**src/sv/tw_pkg.sv**
```systemverilog
`timescale 1ns / 1ps

package tw_pkg;

	localparam int FB = 30;
	localparam logic [30:0] QONE = 31'h4000_0000;
	localparam logic [61:0] QHALF = 62'h0000_0000_2000_0000;
	localparam logic [46:0] WMAX = 47'h7FFF_FFFF_FFFF;
	localparam logic [31:0] THIRD_RECIP = 32'hAAAA_AAAB;

	localparam int DIV_NW = 64;
	localparam int DIV_VW = 36;

	localparam int QDEPTH = 4;

	typedef enum logic [1:0] {
		KIND_SKIP = 2'b00,
		KIND_MISS = 2'b01,
		KIND_ADD  = 2'b10
	} kind_t;

	typedef struct packed {
		logic [9:0]  idx;
		kind_t       kind;
		logic [46:0] contrib;
	} acc_item_t;

	typedef struct packed {
		logic clearing;
	} back_stat_t;

endpackage

```
**src/sv/tw_queue.sv**
```systemverilog
`timescale 1ns / 1ps

module tw_queue (
	input  logic              clk,
	input  logic              arst_n,
	input  logic              push,
	input  tw_pkg::acc_item_t item_in,
	output logic              full,
	input  logic              pop,
	output tw_pkg::acc_item_t item_out,
	output logic              empty
);
	import tw_pkg::*;

	localparam int QAW = (QDEPTH > 1) ? $clog2(QDEPTH) : 1;

	acc_item_t      slot_q [QDEPTH];
	logic [QAW-1:0] wr_q;
	logic [QAW-1:0] rd_q;
	logic [QAW:0]   cnt_q;
	logic           do_push;
	logic           do_pop;

	assign full     = cnt_q == (QAW + 1)'(QDEPTH);
	assign empty    = cnt_q == '0;
	assign do_push  = push && !full;
	assign do_pop   = pop && !empty;
	assign item_out = slot_q[rd_q];

	always_ff @(posedge clk or negedge arst_n) begin
		if (!arst_n) begin
			wr_q  <= '0;
			rd_q  <= '0;
			cnt_q <= '0;
		end else begin
			if (do_push) begin
				wr_q <= (wr_q == QAW'(QDEPTH - 1)) ? '0 : wr_q + QAW'(1);
			end
			if (do_pop) begin
				rd_q <= (rd_q == QAW'(QDEPTH - 1)) ? '0 : rd_q + QAW'(1);
			end
			if (do_push && !do_pop) begin
				cnt_q <= cnt_q + (QAW + 1)'(1);
			end else if (do_pop && !do_push) begin
				cnt_q <= cnt_q - (QAW + 1)'(1);
			end
		end
	end

	always_ff @(posedge clk) begin
		if (do_push) begin
			slot_q[wr_q] <= item_in;
		end
	end

endmodule

```
**config.mk**
```make
export PLATFORM = sky130hd
export DESIGN_NAME = tw_queue
export DESIGN_NICKNAME = d
export VERILOG_FILES = /design/src/sv/tw_pkg.sv /design/src/sv/tw_queue.sv
export SDC_FILE = /design/constraint.sdc
export NUM_CORES = 1
export LEC_CHECK = 0
export BUFFER_PORTS_ARGS = -buffer_cell sky130_fd_sc_hd__clkbuf_2
export CAP_MARGIN = 20
export CORE_MARGIN = 1
export CORE_UTILIZATION = 30
export DETAILED_ROUTE_END_ITERATION = 12
export MAX_ROUTING_LAYER = met4
export PLACE_DENSITY = 0.58
export SLEW_MARGIN = 10
export SYNTH_ARGS = -nofsm -noshare
export SYNTH_HDL_FRONTEND = slang
export SYNTH_SLANG_ARGS = --single-unit
```
**constraint.sdc**
```tcl
create_clock -name clk -period 4.76 [get_ports clk]
set_input_delay 0.476 -clock clk [delete_from_list [all_inputs] [get_ports clk]]
set_output_delay 0.476 -clock clk [all_outputs]
set_load 0.005 [all_outputs]
```
* After elaboration in Yosys (flattened, before gate mapping)
Memory sizes are Yosys's and may differ from the RTL's.
Index checks and enable logic that the tools add are counted.
** Word-level totals
- Memories :: 1
- Latch bits :: 0
- Bits in registers :: 7
- Output and inout bits :: 61
- Bits in read-only memories :: 0
- Logic and storage cells :: 27
- Memory bits (writable) :: 236
- Input bits :: 63
** Cells by class
- Bitwise operators :: 0
- $mul :: 0
- Magnitude comparators :: 0
- Reductions and logical operators :: 10
- Eq/ne operators :: 3
- Add/sub/neg operators :: 4
- Multiplexer cells :: 6
- Divide/modulo/power cells :: 0
- Shift operators :: 0
** Memory list
- slot_q :: words 4, bits a word 59, read ports 1, clocked after memory_dff 0, wr ports 1, RTL line tw_queue.sv:17 : acc_item_t slot_q [QDEPTH];
** Operators by type and width (number)
- $mux 3 :: 2
- $add 2x1->2 const B :: 2
- $eq 2x2->1 const B :: 2
- $logic_and 1x1->1 :: 4
- $logic_not 1->1 :: 4
- $mux 2 :: 2
- $add 3x1->3 const B :: 1
- $eq 3x3->1 const B :: 1
- $logic_not 3->1 :: 1
- $sub 3x1->3 const B :: 1
- $mux 1 :: 2
- $reduce_bool 2->1 :: 1

* Depth between registers and ports, before layout
Gate-level depths: netlist of the first run.
- Depth in word-level cells :: 7
- Depth in mapped cells :: 8
- Gate-level depth less buffers :: 8

* Least setup slack after synthesis of the first run
OpenSTA, ideal clock, no wires.
- Path type :: reg2reg
- Start :: reg wr_q[0]
- End :: mem slot_q[3][0] in the netlist's numbering, enable pin
- Required time :: 4.283 ns
- Library setup time :: 0.477 ns
- Stages on the path, launching flop included :: 4
- Arrival time :: 3.094 ns
- Clock period less this slack :: 3.571 ns
- Path buffers :: 0
- Path slack :: 1.189 ns
- Cell sequence :: dfrtp_1 ha_1 nand2_1 nor2_1
** RTL lines
- start, declared :: RTL line tw_queue.sv:18 : logic [QAW-1:0] wr_q;
- start signal, assigned :: RTL line tw_queue.sv:37 : wr_q <= (wr_q == QAW'(QDEPTH - 1)) ? '0 : wr_q + QAW'(1);
- end, declared :: RTL line tw_queue.sv:17
Straight into the memory's write port.

==> results.sh, run 1 <==
export IMPL_diodes=0
export IMPL_area_growth_pct=19.67
export IMPL_relSlewSlack_pct=34.35
export IMPL_num_vias=4002
export IMPL_die_w_um=175.6
export IMPL_grt_pass1_wl_um=25670
export IMPL_gp_congestion=0.6658
export IMPL_ctsHtreeMaxLevel=1
export IMPL_final_net_count=558
export IMPL_setup_violations_final=0
export IMPL_fmax_mhz=328.5
export IMPL_hold_violations=0
export IMPL_die_h_um=175.6
export IMPL_fin_area_mm2=0.01082
export IMPL_first_global_vias=4483
export IMPL_cpLargestDelayFamily="flip-flops"
export IMPL_finClkSkew_ns=0.01743
export IMPL_first_pass_iters=6
export IMPL_drt_iter0_drc=207
export IMPL_crit_path_max_incr_delay_ns=0.84
export IMPL_irDropWorstVdd_mv=0.3854
export IMPL_syn_area_mm2=0.009037
export IMPL_synthTopCellsByArea="edfxtp_1 78%, mux4_2 15%, dfrtp_1 1.9%"
export IMPL_critPathKind="register to output pin"
export IMPL_grt_antenna_before_repair=0
export IMPL_overflow=0
export IMPL_ioPinCount=124
export IMPL_die_area_mm2=0.03082
export IMPL_ant_nets=0
export IMPL_synth_fp_nets=416
export IMPL_rsz0062_at_grt="false"
export IMPL_netlist_top_cell_by_area="edfxtp_1"
export IMPL_drc=0
export IMPL_cts_path_max_buffers=3
export IMPL_synth_cells=346
export IMPL_status="finished, final reports clean"
export IMPL_global_route_usage_total_pct=11.42
export IMPL_drive_above_1_share_pct=45.56
export IMPL_reg2reg_depth=7
export IMPL_hold_end="slot_q[3][12]"
export IMPL_cts_made_buffers=26
export IMPL_n_fill_cell=2774
export IMPL_start_kind="register"
export IMPL_worst_pin_slew_ns=0.9848
export IMPL_timing_rr_end="cnt_q[2]"
export IMPL_regToRegSetupSlack_ns=2.55
export IMPL_clk_transition_reported_paths_ns=0.06
export IMPL_avgSynthCellArea_um2=26.12
export IMPL_cts_sinks=243
export IMPL_start_util_pct=30.49
export IMPL_pwr_density_cell_mw_per_mm2=607.3
export IMPL_cts_root_buf="clkbuf_16"
export IMPL_crit_slowest_cell="dfrtp_2"
export IMPL_min_delay_start="item_in[12]"
export IMPL_max_cap_violations=0
export IMPL_ys_ff_latch=243
export IMPL_leakagePower_uw=0.003665
export IMPL_critPathArrivalTime_ns=2.57
export IMPL_slew_violations=0
export IMPL_dpl_hpwl_um=9603
export IMPL_synth_top_area_share_pct=78.42
export IMPL_cp_max_fo=35
export IMPL_clk_latency_ns=0.53
export IMPL_final_setup_tns_ns=0
export IMPL_rr_startpoint="cnt_q[0]"
export IMPL_crit_path_end_kind="output pin"
export IMPL_avgRoutedWirePerCell_um=18.87
export IMPL_period_needed_ns=3.044
export IMPL_ys_warn_count=0
export IMPL_core_area_mm2=0.02964
export IMPL_min_period_over_period_pct=63.94
export IMPL_hp_class="input port to register"
export IMPL_holdPathStages=1
export IMPL_vias_per_cell=4.462
export IMPL_ys_seq_area_share_pct=80.35
export IMPL_wl_um=16920
export IMPL_post_dp_cell_area_mm2=0.01003
export IMPL_critical_path_required_ns=4.28
export IMPL_crit_chain="buf_4 -> mux4_2 -> clkbuf_2"
export IMPL_grt_max_degree=60
export IMPL_rows=63
export IMPL_yosys_cell_types_count=23
export IMPL_cts_tree="done"
export IMPL_port_buffers=123
export IMPL_crit_buf_inv=2
-- power breakdown --
group / internal (uW) / total [uW] / switching [uW]
combinational: 848 / 1700 / 847
clock: 1060 / 1830 / 776
sequential: 2840 / 3040 / 202
total: 4740 / 6570 / 1830
-- synth_stat cells --
cell and n:
a21o_1 1, and2_1 3, buf_12 6, buf_2 6, buf_6 1, clkbuf_1 1
dfrtp_1 7, edfxtp_1 236, fa_1 1, ha_1 6, inv_1 3, mux2_1 1
mux2_2 1, mux2_4 2, mux4_2 59, nand2_1 1, nor2_1 3, nor2b_4 1
nor3_1 2, nor3b_4 1, o31ai_2 1, xnor2_1 1, xor2_1 2
-- metal layers --
metal | part of all wire (%) | up-vias | wire length (um) | global-route usage, %
met4 | 2.2 | 0 | 369 | 3.370
met1 | 42 | 2087 | 7187 | 13.76
met5 | 0 | - | 0 | -
met3 | 5.2 | 36 | 873 | 2.576
met2 | 50 | 113 | 8493 | 19.15
li1 | - | 1766 | - | -
-- placed cells by master (no fill, tap or decap), drive strengths merged, types with 2 or more instances in the layout --
cell	netlist	layout
and2	3	3
nor3	2	2
dfrtp	7	7
nor2	3	3
edfxtp	236	236
xor2	2	2
mux2	4	4
clkbuf	1	157
clkinv	0	10
ha	6	6
buf	13	4
inv	3	3
mux4	59	59
clkinvlp	0	2
-- logic make-up (layout without fill, tap and decap cells) --
family	Yosys count	in the layout	synth area share [%]
and+or+nand+nor	11	11	0.8445
DFF	243	243	80.35
adders and majority gates	7	7	1.052
buffers and inverters	17	178	1.952
xor gates and xnor gates	3	3	0.2908
AOI/OAI and AO/OA	2	2	0.2215
muxes	63	63	15.28
-- how the worst max path moves through the flow --
| stage | startpoint | end | cells after the start |
|---|---|---|---|
| floorplan | wr_q[0] | slot_q[3][0] | 3 |
| global placement | rd_q[1] | item_out[35] | 3 |
| detailed placement | rd_q[1] | item_out[35] | 3 |
| CTS | rd_q[1] | item_out[35] | 3 |
| global route | rd_q[1] | item_out[35] | 3 |
| finish | rd_q[1] | item_out[35] | 3 |
-- sequential cells by signal (all words and copies together) (netlist names) --
signal  flops
wr_q        2
cnt_q       3
rd_q        2
slot_q    236
-- metrics by stage --
step / hold slack [ns] / std cells / setup WS [ns] / total power, uW / util (%)
CTS: 0.1334 / 897 / 1.598 / 6704 / 36.49
global placement: 0.3267 / 849 / 2.201 / 4787 / 33.83
floorplan: 0.1804 / 346 / 1.189 / 4204 / -
detailed placement: 0.3345 / 849 / 2.173 / 4854 / 33.83
finish: 0.1621 / 897 / 1.716 / 6568 / 36.49
global route: 0.1460 / 897 / 1.535 / 6916 / 36.49
-- layout make-up --
| type | instances | area, um2 | area share, % |
|---|---|---|---|
| well taps | 390 | 488.0 | 4.512 |
| clock inverters | 13 | 98.84 | 0.9139 |
| clock buffers | 34 | 680.7 | 6.293 |
| repair buffers | 128 | 655.6 | 6.062 |
| flip-flops and latches | 243 | 7267 | 67.19 |
| multi-input cells | 86 | 1614 | 14.92 |
| inverters | 3 | 11.26 | 0.1041 |
-- what timing repair did --
action / CTS / global route
buffers inserted: 0 / 0
endpoints found under the setup margin: 0 / 0
resized for setup: 0 / 0
hold buffers: 1 / 0
endpoints found under the hold margin: 7 / 0
No activity file was read; power rests on OpenSTA's default activity.
==> run 2, diff against run 1 <==
Clock period 4.76 ns to 2.9 ns, I/O delays scaled along.
==> run 2 against run 1 <==
Net effect: sequential power increased by 65%; via count increased by 5.9%; combinational power increased by 68%; clock power increased by 68%; hold slack got worse by 0.024 ns; design area increased by 6.3%; non-clock buffer count increased by 62; power increased by 67%; global-route usage increased by 0.27 points; sequential share of layout area decreased by 4.0 points; largest cell class unchanged; largest power group unchanged.
==> results.sh, run 2 (synthesis gave the netlist of run 1 again) <==
export IMPL_status="finished, final reports clean"
export IMPL_dpl_hpwl_um=9988
export IMPL_cts_root_buf="clkbuf_16"
export IMPL_wl_um=17280
export IMPL_largest_register="slot_q"
export IMPL_grt_antenna_before_repair=0
export IMPL_grt_max_degree=62
export IMPL_hp_class="input port to register"
export IMPL_clk_transition_reported_paths_ns=0.06
export IMPL_worst_slack_ns=0.4053
export IMPL_hold_violations=0
export IMPL_crit_path_end_kind="output pin"
export IMPL_final_cell_mix="236 x edfxtp_1, 123 x clkbuf_2, 60 x dlygate4sd3_1"
export IMPL_clk_latency_ns=0.52
export IMPL_place_ws_ns=0.8044
export IMPL_finish_utilization_pct=38.80
export IMPL_post_dp_cell_area_mm2=0.01010
export IMPL_final_net_count=621
export IMPL_min_period_over_period_pct=86.02
export IMPL_setup_violations_final=0
export IMPL_first_global_vias=4673
export IMPL_slew_violations=0
export IMPL_period_needed_ns=2.495
export IMPL_cts_sinks=243
export IMPL_irDropWorstVdd_mv=0.5978
export IMPL_cts_tree="done"
export IMPL_global_route_usage_total_pct=11.70
export IMPL_ctsHtreeMaxLevel=1
export IMPL_final_setup_tns_ns=0
export IMPL_diodes=0
export IMPL_finalPower_uw=10960
export IMPL_leakagePower_uw=0.003953
export IMPL_cts_path_max_buffers=3
export IMPL_max_cap_violations=0
export IMPL_crit_path_max_incr_delay_ns=1.05
export IMPL_first_pass_iters=4
export IMPL_overflow=0
export IMPL_top_regs="slot_q (236), cnt_q (3)"
export IMPL_drive_above_1_share_pct=41.65
export IMPL_grt_pass1_wl_um=26480
export IMPL_die_area_mm2=0.03082
export IMPL_finClkSkew_ns=0.006294
export IMPL_rows=63
export IMPL_largest_reg_flops=236
export IMPL_critPathArrivalTime_ns=2.20
export IMPL_post_cts_buffers=0
export IMPL_critical_path_required_ns=2.61
export IMPL_core_area_mm2=0.02964
export IMPL_pwr_density_cell_mw_per_mm2=953.3
export IMPL_worst_pin_slew_ns=0.9640
export IMPL_crit_buf_inv=1
export IMPL_cpLargestDelayFamily="flip-flops"
export IMPL_vias_per_cell=4.418
export IMPL_num_vias=4237
export IMPL_final_common_cell="edfxtp_1"
export IMPL_crit_chain="mux4_2 -> clkbuf_2"
export IMPL_cts_resized_gates=0
export IMPL_fmax_mhz=400.9
export IMPL_die_h_um=175.6
export IMPL_drt_iter0_drc=253
export IMPL_relSlewSlack_pct=35.73
export IMPL_critPathKind="register to output pin"
export IMPL_postCtsHoldBufs=60
export IMPL_start_util_pct=30.49
export IMPL_drc=0
export IMPL_die_w_um=175.6
export IMPL_crit_slowest_cell="dfrtp_4"
export IMPL_cts_made_buffers=27
export IMPL_start_kind="register"
export IMPL_avgRoutedWirePerCell_um=18.02
export IMPL_rsz0062_at_grt="false"
export IMPL_area_growth_pct=27.25
export IMPL_fin_area_mm2=0.01150
export IMPL_port_buffers=123
export IMPL_ioPinCount=124
export IMPL_gp_congestion=0.6883
export IMPL_ant_nets=0
export IMPL_cp_max_fo=61
run 2: worst paths after layout:
path	from	to	slack [ns]	cells past startpoint
max	rd_q[1]	item_out[28]	0.41	2
min	pop	rd_q[0]	0.14	3
max reg2reg	cnt_q[0]	cnt_q[2]	0.81	7
min reg2reg	cnt_q[2]	cnt_q[2]	0.54	1
max in group asynchronous	arst_n	rd_q[0]	2.55	2
min in group asynchronous	arst_n	wr_q[1]	0.16	2
run 2: through the flow:
step / hold WS, ns / cells
finish: 0.1378 / 959
global placement: 0.1410 / 852
CTS: 0.1099 / 959
detailed placement: 0.1470 / 852
global route: 0.1193 / 959
floorplan: -0.005591 / 346
run 2: power breakdown:
part	leakage (uW)	switching, uW	internal, uW	total [uW]
combinational	0.00133	1350	1510	2860
clock	0.000384	1300	1780	3080
sequential	0.00224	382	4640	5020
total	0.00395	3030	7930	11000
run 2: worst reg2reg max path: cells and delay by family, from the launching register on:
| kind | cells | cell delay [ns] |
|---|---|---|
| buffers and inverters | 1 | 0.07 |
| adders and majority gates | 2 | 0.63 |
| AOI/OAI and AO/OA | 1 | 0.41 |
| DFF | 1 | 0.48 |
| and+or+nand+nor | 1 | 0.11 |
| xor gates and xnor gates | 2 | 0.33 |
run 2: final cells by class:
type	instances	area, um2
Tap cell	390	488.0
Multi-Input combinational cell	86	1614
Inverter	3	11.26
Timing Repair Buffer	190	1319
Sequential cell	243	7269
Clock inverter	17	111.4
Clock buffer	30	686.9
Fill cell	2712	18140
run 2: layer usage:
layer,wire (um),GRT usage [%],vias to the layer above
met5,0,-,-
met4,306,2.899,0
met3,1002,2.835,32
met2,8878,20.17,108
met1,7091,13.68,2201
li1,-,-,1896
==> run 3, diff against run 2 <==
Settings changed: CORE_MARGIN 1 to 4, PLACE_DENSITY 0.58 to 0.44.
==> run 3 against run 2 <==
Net effect: global-route usage is 0.24 points lower; sequential share of layout area decreased by 0.31 points; setup slack got worse by 0.061 ns; die area is 7.0% higher; wire length up 6.6%.
==> results.sh, run 3 (synthesis gave the netlist of run 1 again) <==
export IMPL_status="finished, final reports clean"
export IMPL_cts_sinks=243
export IMPL_worst_pin_slew_ns=0.9865
export IMPL_endpoint="item_out[2]"
export IMPL_die_area_mm2=0.03297
export IMPL_setup_violations_final=0
export IMPL_finClkSkew_ns=0.01006
export IMPL_cts_path_max_buffers=3
export IMPL_ant_nets=0
export IMPL_grt_antenna_before_repair=2
export IMPL_crit_path_end_kind="output pin"
export IMPL_drc=0
export IMPL_critPathKind="register to output pin"
export IMPL_relSlewSlack_pct=34.23
export IMPL_post_cts_buffers=0
export IMPL_gp_congestion=0.6880
export IMPL_first_pass_iters=4
export IMPL_regToRegSetupSlack_ns=0.79
export IMPL_whs_ns=0.05369
export IMPL_top_regs="slot_q (236), cnt_q (3)"
export IMPL_rr_startpoint="cnt_q[0]"
export IMPL_avgRoutedWirePerCell_um=19.14
export IMPL_hold_violations=0
export IMPL_final_net_count=620
export IMPL_final_cell_mix="236 x edfxtp_1, 123 x clkbuf_2, 59 x mux4_2, 59 x dlygate4sd3_1, 27 x clkbuf_16"
export IMPL_largest_register="slot_q"
export IMPL_period_needed_ns=2.556
export IMPL_ctsHtreeMaxLevel=1
export IMPL_max_cap_violations=0
export IMPL_final_setup_tns_ns=0
export IMPL_global_route_usage_total_pct=11.45
export IMPL_timing_rr_end="cnt_q[2]"
export IMPL_seq_area_mm2=0.007269
export IMPL_cts_root_buf="clkbuf_16"
export IMPL_clk_transition_reported_paths_ns=0.06
export IMPL_port_buffers=123
export IMPL_final_common_cell="edfxtp_1"
export IMPL_die_w_um=181.6
export IMPL_pwr_density_cell_mw_per_mm2=964.6
export IMPL_crit_path_start="rd_q[0]"
export IMPL_first_global_vias=4793
export IMPL_drt_iter0_drc=161
export IMPL_num_vias=4253
export IMPL_clk_latency_ns=0.52
export IMPL_multiInputGateArea_mm2=0.001614
export IMPL_rows=63
export IMPL_hp_class="input port to register"
export IMPL_grt_pass1_wl_um=28250
export IMPL_min_period_over_period_pct=88.12
export IMPL_irDropWorstVdd_mv=0.3929
export IMPL_critical_path_required_ns=2.61
export IMPL_start_kind="register"
export IMPL_overflow=0
export IMPL_cp_max_fo=23
export IMPL_rsz0062_at_grt="false"
export IMPL_slew_violations=0
export IMPL_start_util_pct=30.41
export IMPL_critPathArrivalTime_ns=2.27
export IMPL_area_growth_pct=27.87
export IMPL_cts_tree="done"
export IMPL_n_fill_cell=2695
export IMPL_die_h_um=181.6
export IMPL_leakagePower_uw=0.003977
export IMPL_dpl_hpwl_um=10710
export IMPL_grt_max_degree=62
export IMPL_vias_per_cell=4.421
export IMPL_ioPinCount=124
export IMPL_largest_reg_flops=236
export IMPL_wl_um=18420
export IMPL_finish_utilization_pct=38.89
export IMPL_core_area_mm2=0.02972
export IMPL_drive_above_1_share_pct=41.93
export IMPL_fmax_mhz=391.3
export IMPL_reg2reg_depth=7
export IMPL_cts_made_buffers=27
==> run 3: changes by cell type in the layout (fill, tap and decap cells not counted), sizes merged <==
cell	delta
clkbuf	+2
bufinv	+1
dlygate4sd3	-1
clkinvlp	-1
diode	+2
==> run 3: area by class of cell <==
cell class	instances	area share (%)
flip-flops and latches	243	62.91
repair buffers	189	11.54
clock inverters	17	1.213
clock buffers	32	6.009
multi-input cells	86	13.97
well taps	390	4.223
inverters	3	0.09744
diodes	2	0.04331
==> run 3: worst min-delay path by stage <==
stage / end / slack, ns / depth (start not counted) / from
CTS: slot_q[1][2] / 0.02 / 1 / item_in[2]
floorplan: cnt_q[0] / -0.006 / 0 / arst_n
global route: slot_q[1][2] / 0.03 / 1 / item_in[2]
detailed placement: cnt_q[0] / 0.14 / 1 / arst_n
global placement: wr_q[0] / 0.14 / 1 / arst_n
finish: slot_q[1][2] / 0.05 / 1 / item_in[2]
==> run 3: report_power, final <==
| part | internal [uW] | switching, uW |
|---|---|---|
| Sequential | 4640 | 461 |
| Combinational | 1540 | 1330 |
| Clock | 1880 | 1290 |
==> run 3: layer usage <==
layer  vias to the layer above  global-route usage (%)  part of all wire, %
li1                       1896                       -                    -
met1                      2229                   15.12                   45
met2                       105                   18.00                   48
met3                        23                   3.045                  5.7
met4                         0                   2.552                  1.6
met5                         -                       -                    0
==> run 3: repair_timing <==
| action | 4_1_cts | 5_1_grt |
|---|---|---|
| endpoints found under the hold margin | 239 | 0 |
| setup endpoints to repair | 0 | 0 |
| hold buffers | 59 | 0 |
| gates resized for setup | 0 | 0 |
==> run 3: critical path, cell delays in order, from the launching register on <==
cell and delay (ns):
dfrtp_4 0.72, buf_12 0.29, mux4_2 0.58, clkbuf_2 0.14
==> run 3: per-stage QoR <==
stage / instances / instance area (um2) / power (uW) / setup WS, ns
CTS: 960 / 11550 / 11460 / 0.2429
global route: 962 / 11560 / 11840 / 0.1654
global placement: 852 / 10130 / 8110 / 0.8237
finish: 962 / 11560 / 11150 / 0.3445
floorplan: 346 / 9040 / 6895 / 0.2851
detailed placement: 852 / 10130 / 8160 / 0.8069
